$ cat config.mk
export PLATFORM = sky130hd
export DESIGN_NAME = sequenced_overwriting_event_log
export DESIGN_NICKNAME = d
export VERILOG_FILES = /design/src/hdl/sol_pkg.sv /design/src/hdl/sol_front.sv /design/src/hdl/sol_queue.sv /design/src/hdl/sol_back.sv /design/src/hdl/sequenced_overwriting_event_log.sv
export SDC_FILE = /design/constraint.sdc
export NUM_CORES = 2
export LEC_CHECK = 0
export BUFFER_PORTS_ARGS = -buffer_cell sky130_fd_sc_hd__buf_2
export CAP_MARGIN = 25
export CORE_MARGIN = 2
export CORE_UTILIZATION = 44
export DETAILED_ROUTE_END_ITERATION = 10
export RECOVER_POWER = 100
export SKIP_CTS_REPAIR_TIMING = 1
export SYNTH_ARGS = -nofsm -noshare
export SYNTH_HDL_FRONTEND = slang
export SYNTH_SLANG_ARGS = --single-unit
$ cat constraint.sdc
create_clock -name clk -period 24.5 [get_ports clk]
set_clock_uncertainty 0.1 [all_clocks]
set_input_delay 0 -clock clk [delete_from_list [all_inputs] [get_ports clk]]
set_output_delay 0 -clock clk [all_outputs]
set_load 0.01 [all_outputs]
$ cat src/hdl/sol_pkg.sv
`default_nettype none
// ----------------------------------------------------------------------------
// sol_pkg
// Shared types and constants of the sequenced overwriting event log.
// ----------------------------------------------------------------------------
package sol_pkg;

  localparam int ENTRY_COUNT_DEF  = 32;
  localparam int PAYLOAD_BITS_DEF = 64;

  localparam int OP_W      = 2;
  localparam int KIND_W    = 2;
  localparam int PAYLOAD_W = 64;
  localparam int SEQ_W     = 32;
  localparam int CNT_W     = 7;

  localparam int QUEUE_DEPTH = 2;

  localparam logic [OP_W-1:0] OP_PUSH  = 2'd0;
  localparam logic [OP_W-1:0] OP_QUERY = 2'd1;

  typedef enum logic [1:0] {
    CMD_PUSH,
    CMD_QUERY,
    CMD_STATUS
  } cmd_t;

  typedef enum logic {
    ST_IDLE,
    ST_SCAN
  } back_state_t;

  typedef struct packed {
    cmd_t                  cmd;
    logic [KIND_W-1:0]     kind;
    logic [PAYLOAD_W-1:0]  payload;
    logic [SEQ_W-1:0]      last_seq;
    logic [CNT_W-1:0]      limit;
  } cmd_entry_t;

endpackage : sol_pkg
`default_nettype wire

$ cat src/hdl/sol_front.sv
`default_nettype none
// ----------------------------------------------------------------------------
// sol_front
// Command intake: decodes the op code, resolves the query limit and issues
// the command to the queue.
// ----------------------------------------------------------------------------
module sol_front #(
  parameter int ENTRY_COUNT = sol_pkg::ENTRY_COUNT_DEF
) (
  input  wire logic                           start,
  output logic                                busy,
  input  wire logic [sol_pkg::OP_W-1:0]       in_op,
  input  wire logic [sol_pkg::KIND_W-1:0]     in_event_kind,
  input  wire logic [sol_pkg::PAYLOAD_W-1:0]  in_event_payload,
  input  wire logic [sol_pkg::SEQ_W-1:0]      in_last_sequence,
  input  wire logic [sol_pkg::CNT_W-1:0]      in_max_entries,
  input  wire logic                           q_full,
  output logic                                q_push,
  output sol_pkg::cmd_entry_t                 q_entry
);

  always_comb begin
    busy   = q_full;
    q_push = start && !q_full;

    q_entry.kind     = in_event_kind;
    q_entry.payload  = in_event_payload;
    q_entry.last_seq = in_last_sequence;
    q_entry.limit    = (in_max_entries == '0) ? sol_pkg::CNT_W'(ENTRY_COUNT)
                                              : in_max_entries;
    case (in_op)
      sol_pkg::OP_PUSH:  q_entry.cmd = sol_pkg::CMD_PUSH;
      sol_pkg::OP_QUERY: q_entry.cmd = sol_pkg::CMD_QUERY;
      default:           q_entry.cmd = sol_pkg::CMD_STATUS;
    endcase
  end

endmodule : sol_front
`default_nettype wire

$ cat src/hdl/sol_queue.sv
`default_nettype none
// ----------------------------------------------------------------------------
// sol_queue
// Short command queue between intake and execution.
// ----------------------------------------------------------------------------
module sol_queue (
  input  wire logic                  clk,
  input  wire logic                  rst_n,
  input  wire logic                  push,
  input  wire sol_pkg::cmd_entry_t   push_entry,
  output logic                       full,
  output logic                       not_empty,
  input  wire logic                  pop,
  output sol_pkg::cmd_entry_t        head_entry
);

  localparam int DEPTH = sol_pkg::QUEUE_DEPTH;
  localparam int PTR_W = (DEPTH > 1) ? $clog2(DEPTH) : 1;
  localparam int CNT_W = $clog2(DEPTH + 1);
  localparam logic [PTR_W-1:0] LAST_PTR = PTR_W'(DEPTH - 1);

  sol_pkg::cmd_entry_t slot_r [DEPTH];
  logic [PTR_W-1:0] wr_ptr_r, wr_ptr_nxt;
  logic [PTR_W-1:0] rd_ptr_r, rd_ptr_nxt;
  logic [CNT_W-1:0] count_r, count_nxt;
  logic             do_push, do_pop;

  always_comb begin
    full       = (count_r == CNT_W'(DEPTH));
    not_empty  = (count_r != '0);
    head_entry = slot_r[rd_ptr_r];
    do_push    = push && !full;
    do_pop     = pop && not_empty;
    wr_ptr_nxt = wr_ptr_r;
    rd_ptr_nxt = rd_ptr_r;
    count_nxt  = count_r;
    if (do_push) begin
      wr_ptr_nxt = (wr_ptr_r == LAST_PTR) ? '0 : wr_ptr_r + 1'b1;
    end
    if (do_pop) begin
      rd_ptr_nxt = (rd_ptr_r == LAST_PTR) ? '0 : rd_ptr_r + 1'b1;
    end
    if (do_push && !do_pop) begin
      count_nxt = count_r + 1'b1;
    end else if (do_pop && !do_push) begin
      count_nxt = count_r - 1'b1;
    end
  end

  always_ff @(posedge clk) begin
    if (!rst_n) begin
      wr_ptr_r <= '0;
      rd_ptr_r <= '0;
      count_r  <= '0;
    end else begin
      wr_ptr_r <= wr_ptr_nxt;
      rd_ptr_r <= rd_ptr_nxt;
      count_r  <= count_nxt;
    end
  end

  always_ff @(posedge clk) begin
    if (do_push) begin
      slot_r[wr_ptr_r] <= push_entry;
    end
  end

endmodule : sol_queue
`default_nettype wire

$ cat src/hdl/sol_back.sv
`default_nettype none
// ----------------------------------------------------------------------------
// sol_back
// Execution: ring storage, push bookkeeping and the oldest-first query scan
// with one entry held back so that the final result can be flagged.
// ----------------------------------------------------------------------------
module sol_back #(
  parameter int ENTRY_COUNT  = sol_pkg::ENTRY_COUNT_DEF,
  parameter int PAYLOAD_BITS = sol_pkg::PAYLOAD_BITS_DEF
) (
  input  wire logic                           clk,
  input  wire logic                           rst_n,
  input  wire logic                           q_not_empty,
  input  wire sol_pkg::cmd_entry_t            q_entry,
  output logic                                q_pop,
  output logic                                out_valid,
  output logic [sol_pkg::SEQ_W-1:0]           out_oldest_sequence,
  output logic [sol_pkg::SEQ_W-1:0]           out_current_sequence,
  output logic                                out_overflowed,
  output logic                                out_has_entry,
  output logic [sol_pkg::SEQ_W-1:0]           out_entry_sequence,
  output logic [sol_pkg::KIND_W-1:0]          out_entry_kind,
  output logic [sol_pkg::PAYLOAD_W-1:0]       out_entry_payload,
  output logic [sol_pkg::CNT_W-1:0]           out_returned_count,
  output logic                                out_last
);

  localparam int SEQ_W  = sol_pkg::SEQ_W;
  localparam int KIND_W = sol_pkg::KIND_W;
  localparam int CNT_W  = sol_pkg::CNT_W;
  localparam int IDX_W  = $clog2(ENTRY_COUNT);
  localparam int FILL_W = $clog2(ENTRY_COUNT + 1);
  localparam int ENT_W  = SEQ_W + KIND_W + PAYLOAD_BITS;
  localparam logic [IDX_W-1:0]  LAST_IDX = IDX_W'(ENTRY_COUNT - 1);
  localparam logic [FILL_W-1:0] FULL     = FILL_W'(ENTRY_COUNT);

  logic [ENT_W-1:0] mem [ENTRY_COUNT];
  logic [ENT_W-1:0] rd_q;
  logic             mem_we, mem_re;

  sol_pkg::back_state_t state_r, state_nxt;
  logic [IDX_W-1:0]  head_r, head_nxt;
  logic [IDX_W-1:0]  tail_r, tail_nxt;
  logic [FILL_W-1:0] fill_r, fill_nxt;
  logic [SEQ_W-1:0]  next_seq_r, next_seq_nxt;
  logic [IDX_W-1:0]  scan_ptr_r, scan_ptr_nxt;
  logic [FILL_W-1:0] remain_r, remain_nxt;
  logic              rd_vld_r, rd_vld_nxt;
  logic              first_r, first_nxt;
  logic              is_query_r, is_query_nxt;
  logic [SEQ_W-1:0]  last_seq_r, last_seq_nxt;
  logic [CNT_W-1:0]  limit_r, limit_nxt;
  logic [SEQ_W-1:0]  oldest_r, oldest_nxt;
  logic              pend_vld_r, pend_vld_nxt;
  logic              pend_fin_r, pend_fin_nxt;
  logic [CNT_W-1:0]  pend_cnt_r, pend_cnt_nxt;
  logic [SEQ_W-1:0]  pend_seq_r, pend_seq_nxt;
  logic [KIND_W-1:0] pend_kind_r, pend_kind_nxt;
  logic [PAYLOAD_BITS-1:0] pend_pay_r, pend_pay_nxt;

  logic              out_valid_r, out_valid_nxt;
  logic [SEQ_W-1:0]  out_oldest_r, out_oldest_nxt;
  logic [SEQ_W-1:0]  out_current_r, out_current_nxt;
  logic              out_ovf_r, out_ovf_nxt;
  logic              out_has_r, out_has_nxt;
  logic [SEQ_W-1:0]  out_seq_r, out_seq_nxt;
  logic [KIND_W-1:0] out_kind_r, out_kind_nxt;
  logic [PAYLOAD_BITS-1:0] out_pay_r, out_pay_nxt;
  logic [CNT_W-1:0]  out_cnt_r, out_cnt_nxt;
  logic              out_last_r, out_last_nxt;

  logic [SEQ_W-1:0]        rd_seq;
  logic [KIND_W-1:0]       rd_kind;
  logic [PAYLOAD_BITS-1:0] rd_pay;
  logic [SEQ_W-1:0]        current_seq;
  logic [SEQ_W-1:0]        cursor_next;
  logic                    ovf;
  logic                    match;
  logic [CNT_W-1:0]        cnt_inc;

  function automatic logic [IDX_W-1:0] ptr_inc(input logic [IDX_W-1:0] p);
    ptr_inc = (p == LAST_IDX) ? '0 : p + 1'b1;
  endfunction

  always_comb begin
    rd_seq      = rd_q[ENT_W-1 -: SEQ_W];
    rd_kind     = rd_q[PAYLOAD_BITS +: KIND_W];
    rd_pay      = rd_q[PAYLOAD_BITS-1:0];
    current_seq = (next_seq_r == '0) ? '0 : next_seq_r - 1'b1;
    cursor_next = last_seq_r + 1'b1;
    ovf         = (last_seq_r != '0) && (oldest_r != '0) && (cursor_next < oldest_r);
    match       = rd_vld_r && is_query_r && !pend_fin_r && (rd_seq > last_seq_r);
    cnt_inc     = pend_cnt_r + 1'b1;
  end

  always_comb begin
    state_nxt     = state_r;
    head_nxt      = head_r;
    tail_nxt      = tail_r;
    fill_nxt      = fill_r;
    next_seq_nxt  = next_seq_r;
    scan_ptr_nxt  = scan_ptr_r;
    remain_nxt    = remain_r;
    first_nxt     = first_r;
    is_query_nxt  = is_query_r;
    last_seq_nxt  = last_seq_r;
    limit_nxt     = limit_r;
    oldest_nxt    = oldest_r;
    pend_vld_nxt  = pend_vld_r;
    pend_fin_nxt  = pend_fin_r;
    pend_cnt_nxt  = pend_cnt_r;
    pend_seq_nxt  = pend_seq_r;
    pend_kind_nxt = pend_kind_r;
    pend_pay_nxt  = pend_pay_r;
    q_pop         = 1'b0;
    mem_we        = 1'b0;
    mem_re        = 1'b0;

    out_valid_nxt   = 1'b0;
    out_oldest_nxt  = out_oldest_r;
    out_current_nxt = out_current_r;
    out_ovf_nxt     = out_ovf_r;
    out_has_nxt     = out_has_r;
    out_seq_nxt     = out_seq_r;
    out_kind_nxt    = out_kind_r;
    out_pay_nxt     = out_pay_r;
    out_cnt_nxt     = out_cnt_r;
    out_last_nxt    = out_last_r;

    case (state_r)
      sol_pkg::ST_IDLE: begin
        if (q_not_empty) begin
          q_pop = 1'b1;
          if (q_entry.cmd == sol_pkg::CMD_PUSH) begin
            mem_we       = 1'b1;
            tail_nxt     = ptr_inc(tail_r);
            next_seq_nxt = next_seq_r + 1'b1;
            if (fill_r == FULL) begin
              head_nxt = ptr_inc(head_r);
            end else begin
              fill_nxt = fill_r + 1'b1;
            end
          end else begin
            state_nxt    = sol_pkg::ST_SCAN;
            is_query_nxt = (q_entry.cmd == sol_pkg::CMD_QUERY);
            last_seq_nxt = q_entry.last_seq;
            limit_nxt    = q_entry.limit;
            scan_ptr_nxt = head_r;
            remain_nxt   = (q_entry.cmd == sol_pkg::CMD_QUERY) ? fill_r
                                                              : FILL_W'(fill_r != '0);
            oldest_nxt   = '0;
            first_nxt    = 1'b1;
            pend_vld_nxt = 1'b0;
            pend_fin_nxt = 1'b0;
            pend_cnt_nxt = '0;
          end
        end
      end
      sol_pkg::ST_SCAN: begin
        if (remain_r != '0 && !pend_fin_r) begin
          mem_re       = 1'b1;
          scan_ptr_nxt = ptr_inc(scan_ptr_r);
          remain_nxt   = remain_r - 1'b1;
        end
        if (rd_vld_r) begin
          first_nxt = 1'b0;
          if (first_r) begin
            oldest_nxt = rd_seq;
          end
        end
        if (pend_vld_r && pend_fin_r) begin
          out_valid_nxt   = 1'b1;
          out_has_nxt     = 1'b1;
          out_last_nxt    = 1'b1;
          state_nxt       = sol_pkg::ST_IDLE;
        end else if (match) begin
          if (pend_vld_r) begin
            out_valid_nxt = 1'b1;
            out_has_nxt   = 1'b1;
            out_last_nxt  = 1'b0;
          end
          pend_vld_nxt  = 1'b1;
          pend_cnt_nxt  = cnt_inc;
          pend_fin_nxt  = (cnt_inc == limit_r);
          pend_seq_nxt  = rd_seq;
          pend_kind_nxt = rd_kind;
          pend_pay_nxt  = rd_pay;
        end else if (remain_r == '0 && !rd_vld_r) begin
          out_valid_nxt = 1'b1;
          out_has_nxt   = pend_vld_r;
          out_last_nxt  = 1'b1;
          state_nxt     = sol_pkg::ST_IDLE;
        end
        if (out_valid_nxt) begin
          out_oldest_nxt  = oldest_r;
          out_current_nxt = current_seq;
          out_ovf_nxt     = ovf;
          out_seq_nxt     = out_has_nxt ? pend_seq_r  : '0;
          out_kind_nxt    = out_has_nxt ? pend_kind_r : '0;
          out_pay_nxt     = out_has_nxt ? pend_pay_r  : '0;
          out_cnt_nxt     = out_has_nxt ? pend_cnt_r  : '0;
        end
      end
      default: begin
        state_nxt = sol_pkg::ST_IDLE;
      end
    endcase

    rd_vld_nxt = mem_re;
  end

  always_ff @(posedge clk) begin
    if (!rst_n) begin
      state_r     <= sol_pkg::ST_IDLE;
      head_r      <= '0;
      tail_r      <= '0;
      fill_r      <= '0;
      next_seq_r  <= SEQ_W'(1);
      remain_r    <= '0;
      rd_vld_r    <= 1'b0;
      first_r     <= 1'b0;
      is_query_r  <= 1'b0;
      pend_vld_r  <= 1'b0;
      pend_fin_r  <= 1'b0;
      pend_cnt_r  <= '0;
      out_valid_r <= 1'b0;
    end else begin
      state_r     <= state_nxt;
      head_r      <= head_nxt;
      tail_r      <= tail_nxt;
      fill_r      <= fill_nxt;
      next_seq_r  <= next_seq_nxt;
      remain_r    <= remain_nxt;
      rd_vld_r    <= rd_vld_nxt;
      first_r     <= first_nxt;
      is_query_r  <= is_query_nxt;
      pend_vld_r  <= pend_vld_nxt;
      pend_fin_r  <= pend_fin_nxt;
      pend_cnt_r  <= pend_cnt_nxt;
      out_valid_r <= out_valid_nxt;
    end
  end

  always_ff @(posedge clk) begin
    scan_ptr_r    <= scan_ptr_nxt;
    last_seq_r    <= last_seq_nxt;
    limit_r       <= limit_nxt;
    oldest_r      <= oldest_nxt;
    pend_seq_r    <= pend_seq_nxt;
    pend_kind_r   <= pend_kind_nxt;
    pend_pay_r    <= pend_pay_nxt;
    out_oldest_r  <= out_oldest_nxt;
    out_current_r <= out_current_nxt;
    out_ovf_r     <= out_ovf_nxt;
    out_has_r     <= out_has_nxt;
    out_seq_r     <= out_seq_nxt;
    out_kind_r    <= out_kind_nxt;
    out_pay_r     <= out_pay_nxt;
    out_cnt_r     <= out_cnt_nxt;
    out_last_r    <= out_last_nxt;
  end

  always_ff @(posedge clk) begin
    if (mem_we) begin
      mem[tail_r] <= {next_seq_r, q_entry.kind, q_entry.payload[PAYLOAD_BITS-1:0]};
    end
    if (mem_re) begin
      rd_q <= mem[scan_ptr_r];
    end
  end

  always_comb begin
    out_valid            = out_valid_r;
    out_oldest_sequence  = out_oldest_r;
    out_current_sequence = out_current_r;
    out_overflowed       = out_ovf_r;
    out_has_entry        = out_has_r;
    out_entry_sequence   = out_seq_r;
    out_entry_kind       = out_kind_r;
    out_entry_payload    = sol_pkg::PAYLOAD_W'(out_pay_r);
    out_returned_count   = out_cnt_r;
    out_last             = out_last_r;
  end

endmodule : sol_back
`default_nettype wire

$ cat src/hdl/sequenced_overwriting_event_log.sv
`default_nettype none
// ----------------------------------------------------------------------------
// sequenced_overwriting_event_log
// Ring journal of sequence-stamped events with cursor-based readout.
// ----------------------------------------------------------------------------
// Commands enter on start while busy is low and wait in a two-deep queue;
// busy is high only while that queue is full. A push is popped and written
// to storage by the back end in the same cycle, so pushes sustain one per
// cycle while no query or status command holds the back end. A query holds
// the back end while it dispatches, makes one registered storage read per
// stored entry walked oldest first, waits for the read of the last entry
// and closes; on an empty journal it only dispatches and closes, and a query
// that reaches its limit stops the walk early. A status command reads only
// the oldest entry. Results appear on out_valid for exactly one cycle each
// and cannot be held off; entries that do not match are skipped silently,
// so the results of one query may be separated by idle cycles. out_last
// marks the final result of every query and status command.
module sequenced_overwriting_event_log #(
  parameter int ENTRY_COUNT  = sol_pkg::ENTRY_COUNT_DEF,
  parameter int PAYLOAD_BITS = sol_pkg::PAYLOAD_BITS_DEF
) (
  input  wire logic                           clk,
  input  wire logic                           rst_n,
  input  wire logic                           start,
  output logic                                busy,
  input  wire logic [sol_pkg::OP_W-1:0]       in_op,
  input  wire logic [sol_pkg::KIND_W-1:0]     in_event_kind,
  input  wire logic [sol_pkg::PAYLOAD_W-1:0]  in_event_payload,
  input  wire logic [sol_pkg::SEQ_W-1:0]      in_last_sequence,
  input  wire logic [sol_pkg::CNT_W-1:0]      in_max_entries,
  output logic                                out_valid,
  output logic [sol_pkg::SEQ_W-1:0]           out_oldest_sequence,
  output logic [sol_pkg::SEQ_W-1:0]           out_current_sequence,
  output logic                                out_overflowed,
  output logic                                out_has_entry,
  output logic [sol_pkg::SEQ_W-1:0]           out_entry_sequence,
  output logic [sol_pkg::KIND_W-1:0]          out_entry_kind,
  output logic [sol_pkg::PAYLOAD_W-1:0]       out_entry_payload,
  output logic [sol_pkg::CNT_W-1:0]           out_returned_count,
  output logic                                out_last
);

  logic                q_push;
  logic                q_full;
  logic                q_not_empty;
  logic                q_pop;
  sol_pkg::cmd_entry_t q_in_entry;
  sol_pkg::cmd_entry_t q_head_entry;

  sol_front #(
    .ENTRY_COUNT (ENTRY_COUNT)
  ) u_front (
    .start            (start),
    .busy             (busy),
    .in_op            (in_op),
    .in_event_kind    (in_event_kind),
    .in_event_payload (in_event_payload),
    .in_last_sequence (in_last_sequence),
    .in_max_entries   (in_max_entries),
    .q_full           (q_full),
    .q_push           (q_push),
    .q_entry          (q_in_entry)
  );

  sol_queue u_queue (
    .clk        (clk),
    .rst_n      (rst_n),
    .push       (q_push),
    .push_entry (q_in_entry),
    .full       (q_full),
    .not_empty  (q_not_empty),
    .pop        (q_pop),
    .head_entry (q_head_entry)
  );

  sol_back #(
    .ENTRY_COUNT  (ENTRY_COUNT),
    .PAYLOAD_BITS (PAYLOAD_BITS)
  ) u_back (
    .clk                  (clk),
    .rst_n                (rst_n),
    .q_not_empty          (q_not_empty),
    .q_entry              (q_head_entry),
    .q_pop                (q_pop),
    .out_valid            (out_valid),
    .out_oldest_sequence  (out_oldest_sequence),
    .out_current_sequence (out_current_sequence),
    .out_overflowed       (out_overflowed),
    .out_has_entry        (out_has_entry),
    .out_entry_sequence   (out_entry_sequence),
    .out_entry_kind       (out_entry_kind),
    .out_entry_payload    (out_entry_payload),
    .out_returned_count   (out_returned_count),
    .out_last             (out_last)
  );

  a_header_is_final: assert property (@(posedge clk) disable iff (!rst_n)
    out_valid && !out_has_entry |-> out_last)
    else $error("header-only result without final flag");

  a_entry_counted: assert property (@(posedge clk) disable iff (!rst_n)
    out_valid && out_has_entry |-> out_returned_count != '0)
    else $error("entry result with zero count");

  a_gap_after_final: assert property (@(posedge clk) disable iff (!rst_n)
    out_valid && out_last |=> !out_valid)
    else $error("result directly after final result");

  a_quiet_after_reset: assert property (@(posedge clk)
    $past(!rst_n) |-> !out_valid)
    else $error("result strobe right after reset");

endmodule : sequenced_overwriting_event_log
`default_nettype wire
# After elaboration in Yosys (flattened, before gate mapping)
# Memories as Yosys holds them, arrays and structs flattened. A register that Yosys moved wholly into a read port is not among the register bits.
# Index checks and enable logic that the tools add are counted.
word_totals:
  reg_bits: 418
  latch_bits: 0
  ramBits: 3350
  mem_bits_ro: 0
  input_bits: 110
  output_inout_bits: 174
  wordCells: 183
  n_memories: 2
classes:
  addsub: 13
  multipliers: 0
  div: 0
  n_lt_le_gt_ge: 2
  n_eq_ne: 16
  n_shift: 0
  mux: 72
  bitwise: 4
  n_reduce_logical: 42
mem_list:
  columns: ["name", "depth", "word_bits", "rd", "rd_clocked_by_memory_dff", "write_ports", "line_no", "rtl"]
  rows:
  - ["u_back.mem", 32, 98, 1, 1, 1, "sol_back.sv:37", "logic [ENT_W-1:0] mem [ENTRY_COUNT];"]
  - ["u_queue.slot_r", 2, 107, 1, 1, 1, "sol_queue.sv:22", "sol_pkg::cmd_entry_t slot_r [DEPTH];"]
ops:
  columns: ["op", "count"]
  rows:
  - ["$mux 32", 4]
  - ["$add 32x1->32 const B", 2]
  - ["$pmux 32 s2", 1]
  - ["$reduce_bool 32->1", 2]
  - ["$mux 1", 42]
  - ["$mux 7", 5]
  - ["$gt 32x32->1", 1]
  - ["$logic_not 32->1", 1]
  - ["$lt 32x32->1", 1]
  - ["$sub 32x1->32 const B", 1]
  - ["$mux 5", 6]
  - ["$mux 6", 4]
  - ["$reduce_and 3->1", 6]
  - ["$reduce_and 4->1", 4]
  - ["$add 5x1->5 const B", 3]
  - ["$eq 5x5->1 const B", 3]
  - ["$ne 2x2->1 const B", 7]
  - ["$pmux 7 s2", 1]
  - ["$logic_and 1x1->1", 13]
  - ["$pmux 6 s2", 1]
  - ["$reduce_bool 6->1", 2]
  - ["$pmux 5 s2", 1]
  - ["$pmux 1 s2", 4]
  - ["$add 7x1->7 const B", 1]
  - ["other kinds (20)", 33]

# Longest topological paths before layout
logic_depth:
  depth_word: 8
  mapped_depth: 15
  mapped_depth_nobuf: 14

# Hierarchy
# A second synthesis with hierarchy kept.
hier_totals:
  hier_cells: 6465
  area_unflattened_um2: 148184.6
modules_own_cells:
  columns: ["module", "instances", "cells_each", "area_per_inst_um2", "seq_area_each_um2"]
  rows:
  - ["sol_back", 1, 5996, 139313.6, 108864.4]
  - ["sol_queue", 1, 358, 8071.5, 6526.3]
  - ["sol_front", 1, 111, 799.5, 0.0]

# Least setup slack after synthesis
# OpenSTA, ideal clock, no wires.
synth_timing:
  path_type: "register to register"
  start: "register u_back.remain_r[0]"
  end: "register u_back.remain_r[1]"
  setup_time_ps: 128
  t_arrival_ps: 10739
  slack_ps: 13534
  path_stages_with_launch: 10
  n_path_buf: 1
  period_less_slack_ps: 10966
  cell_sequence: "dfxtp_1 inv_1 ha_1 a311oi_1 o22ai_1 inv_1 clkbuf_1 o221ai_1 o21ai_0 nor2_1"
synth_between:
  elab_chain_cells: 4
  word_cells_on_any_way: 7
  cone_classes: "add/sub (1); eq/ne (1); mux (2); reduce/logical (3)"
synth_lines:
  columns: ["item", "line_no", "rtl"]
  rows:
  - ["start: declaration", "sol_back.sv:47", "logic [FILL_W-1:0] remain_r, remain_nxt;"]
  - ["start signal: assignment", "sol_back.sv:233", "remain_r <= remain_nxt;"]
  - ["parallel branches: the longest is 4 deep, another holds $sub 6x1->6", null, null]
# Several ways; the timed one is not identified. The select of a mux whose other input is x is not followed.
# A chain may end at the register's enable or synchronous reset.

==> summary.md <==
| Metric | Value |
|---|---|
| Clock Path Buffers | `4` |
| Via count | `70300` |
| Hold path cells | `5` |
| CTS tree | `built` |
| Top FF cell, synth | `edfxtp_1` |
| Die area | `340000 um^2` |
| Final nets | `7315` |
| FP Rows | `212` |
| Hold Crit Class | `in2reg` |
| Post-route DRC | `0` |
| DR WL/cell | `31.7 um` |
| Synth async-reset ratio | `0` |
| H-tree depth | `5` |
| Pleak | `53.0 nW` |
| # port buffers | `283` |
| FF-to-FF setup slack | `10.11 ns` |
| Failing checks | `max-capacitance violations, max-slew violations` |
| Worst vdd ir | `112 uV` |
| Crit path from | `u_back.scan_ptr_r[1]` |
| Largest net degree at the start of global routing | `153` |
| Post-synth cell types | `70` |
| # clock sinks | `3867` |
| Crit path DAT | `14.98 ns` |
| Reg2reg start | `u_back.scan_ptr_r[1]` |
| Fin crit share | `0.588` |
| Reg-to-Reg End | `u_back.rd_q[19]` |
| Via density | `5.94` |
| Gr usage total | `0.218` |
| Routability cong. | `0.819` |
| Status | `complete, but fails checks` |
| Syn avg cell area | `23.2 um^2` |
| WL final | `375 mm` |
| Number of synthesized flops with an enable pin | `3794` |
| Cell Area, Synth | `147000 um^2` |
| Initial DRC count | `8726` |
| Critical path type | `reg2reg` |
| Hold WS | `0.0270 ns` |
| Core ar. | `333000 um^2` |
| Synthesized instance count | `6362` |
| Final HPWL DP | `182 mm` |
| Register area share after synthesis | `0.783` |
| Reg clk slew, reported paths | `0.06 ns` |
| Fmax | `0.0695 GHz` |
| P&R area growth vs syn | `14.5%` |
| Root buf cell | `clkbuf_16` |
| Required time worst endpoint | `25.09 ns` |
| Critical path capture point type | `flop` |
| IO Pins | `284` |
| Synth warn | `0` |
| Final Critical Period | `14.39 ns` |
| Grt ovf | `0` |
| Pins Over Slew Limit | `5741` |
| Seq cells post-synth | `3867` |
| 1st-pass router iterations | `5` |
| Slew HR | `-5.54` |
| Starting Density | `0.442` |
| Number of max-cap violations | `150` |
| Initial antenna violation count | `20` |
| Die Wd | `583 um` |
| P per Cell Area | `112 nW/um^2` |
| First-pass GRT wire length | `528 mm` |
| TritonCTS buffer count | `396` |
| Clk Latency, worst-skew pair | `0.97 ns` |
| Final ANT Viol Nets | `0` |
| Final hold vios | `0` |
| Measured slew at the worst slew-check pin | `9.81 ns` |
| Synthesized Nets | `6554` |
| RSZ-0062 raised after global routing | `false` |
| Max FO, Critical Path | `58` |
| Area of the multi-input gates | `30400 um^2` |
| Worst r2r path cells | `9` |
| Layout cell share with drive strength beyond 1 | `0.237` |
| CP startpoint kind | `flop` |
| Final setup violation count | `0` |
| Filler cells | `26200` |
| Hold_sp | `start` |
| Die height | `583 um` |
| Total negative slack | `0 ns` |
| Worst hold endpoint | `u_queue.wr_ptr_r` |
| Vias in the first global route | `69900` |
| FF+latch area | `115000 um^2` |
## power by group
part           leakage (nW)  internal (W)  total, W  switching [W]
clock network          6.25       0.00347   0.00598        0.00251
registers              35.0       0.00805   0.00823       0.000183
logic                  11.7       0.00227   0.00474        0.00247
total                  53.0        0.0138    0.0190        0.00516
## cells in the mapped netlist (all sizes together) (3+ instances only)
master / count / area share
nand4b: 3 / 0.00018
xnor2: 69 / 0.0041
nor4: 28 / 0.0014
or3: 10 / 0.00042
nand3b: 7 / 0.00036
clkbuf: 219 / 0.0056
mux2: 205 / 0.016
and3: 120 / 0.0051
ha: 82 / 0.0070
and2: 40 / 0.0017
a31oi: 6 / 0.00025
mux4: 980 / 0.15
nor2: 141 / 0.0036
edfxtp: 3794 / 0.77
buf: 96 / 0.0031
xor2: 34 / 0.0020
o21ai: 30 / 0.0010
o21a: 4 / 0.00020
nor3b: 8 / 0.00051
nor3: 31 / 0.0011
nand3: 35 / 0.0012
or4: 8 / 0.00043
dfxtp: 73 / 0.0099
o221ai: 5 / 0.00030
inv: 93 / 0.0024
o211ai: 6 / 0.00031
and4: 4 / 0.00024
o2bb2ai: 5 / 0.00030
nor2b: 8 / 0.00034
nand4: 40 / 0.0017
nand2: 73 / 0.0019
or2: 3 / 0.00013
nor4b: 3 / 0.00018
and3b: 3 / 0.00018
a21oi: 48 / 0.0016
nand2b: 6 / 0.00025
a21o: 13 / 0.00066
## cell type report
| cell class | instances | area share |
|---|---|---|
| tap | 4387 | 0.0325 |
| clock inverter | 234 | 0.0142 |
| multi-input combinational | 2087 | 0.180 |
| timing repair buffer | 678 | 0.0255 |
| sequential | 3867 | 0.684 |
| inverter | 93 | 0.00207 |
| clock buffer | 485 | 0.0618 |
| antenna | 6 | 0.0000890 |
## critical path, stage by stage (launching register included)
cell	delay (ns)
edfxtp_1	0.32
clkbuf_1	2.39
clkbuf_1	2.86
clkbuf_1	1.06
clkbuf_1	2.50
clkbuf_1	0.71
clkbuf_1	2.75
mux4_2	0.52
mux4_2	0.50
mux2_2	0.27
## metrics by stage
step	utilization	instances	power [W]	cell area (um^2)	setup WS, ns
after global routing	0.506	11800	0.0197	169000	9.48
final	0.506	11800	0.0190	169000	10.11
after detailed placement	0.465	10900	0.0130	155000	17.14
after global placement	0.464	10900	0.0129	155000	17.16
after floorplan	-	6362	0.0116	147000	13.53
after CTS	0.503	11600	0.0189	168000	17.18
## flip-flops by register name, summed over array words and instances (netlist names), 6 cells and up, named ones only
name	flops
u_back.fill_r	6
u_back.last_seq_r	32
u_back.limit_r	7
u_back.mem	3136
u_back.next_seq_r	32
u_back.oldest_r	32
u_back.out_current_sequence	32
u_back.out_entry_payload	64
u_back.out_entry_sequence	32
u_back.out_oldest_sequence	32
u_back.out_returned_count	7
u_back.pend_cnt_r	7
u_back.pend_pay_r	64
u_back.pend_seq_r	32
u_back.rd_q	98
u_back.remain_r	6
u_queue.slot_r	214
## how the worst max path moves through the flow
stage / end
4_1_cts: u_back.rd_q[25]
3_3_place_gp: u_back.rd_q[25]
5_1_grt: u_back.rd_q[19]
2_1_floorplan: u_back.remain_r[1]
3_5_place_dp: u_back.rd_q[19]
6_report: u_back.rd_q[19]
## logic make-up after synthesis
kind of cell / Yosys count / synth area share
adder cells (fa/ha/maj): 82 / 0.00696
AO/OA/AOI/OAI: 140 / 0.00604
XOR/XNOR: 103 / 0.00612
AND/OR/NAND/NOR: 575 / 0.0211
multiplexers: 1187 / 0.166
flip-flops: 3867 / 0.783
buffers and inverters: 408 / 0.0111
## routing by layer
| metal | part of all wire | GRT usage |
|---|---|---|
| met1 | 0.43 | 0.330 |
| met2 | 0.47 | 0.342 |
| met3 | 0.078 | 0.0257 |
| met4 | 0.022 | 0.0504 |
| met5 | 0 | 0 |
## cells in the final DEF, fill, tap and decap left out, drive strengths merged, types with 4 or more instances in the layout
cell / count
or4: 8
nand2b: 6
xnor2: 69
nand3: 35
nand4: 40
or3: 10
a21oi: 48
nand3b: 7
clkinv: 166
nor3: 31
nor3b: 8
mux2: 205
a21o: 13
clkinvlp: 15
nor2b: 8
edfxtp: 3794
mux4: 980
a31oi: 6
and4: 4
o21ai: 30
clkbuf: 827
xor2: 34
nor4: 28
nand2: 73
dfxtp: 73
o2bb2ai: 5
inv: 103
o211ai: 6
nor2: 141
and3: 120
o21a: 4
buf: 120
bufinv: 43
and2: 40
diode: 6
ha: 82
dlygate4sd3: 216
o221ai: 5
No activity file was read; power rests on OpenSTA's default activity.
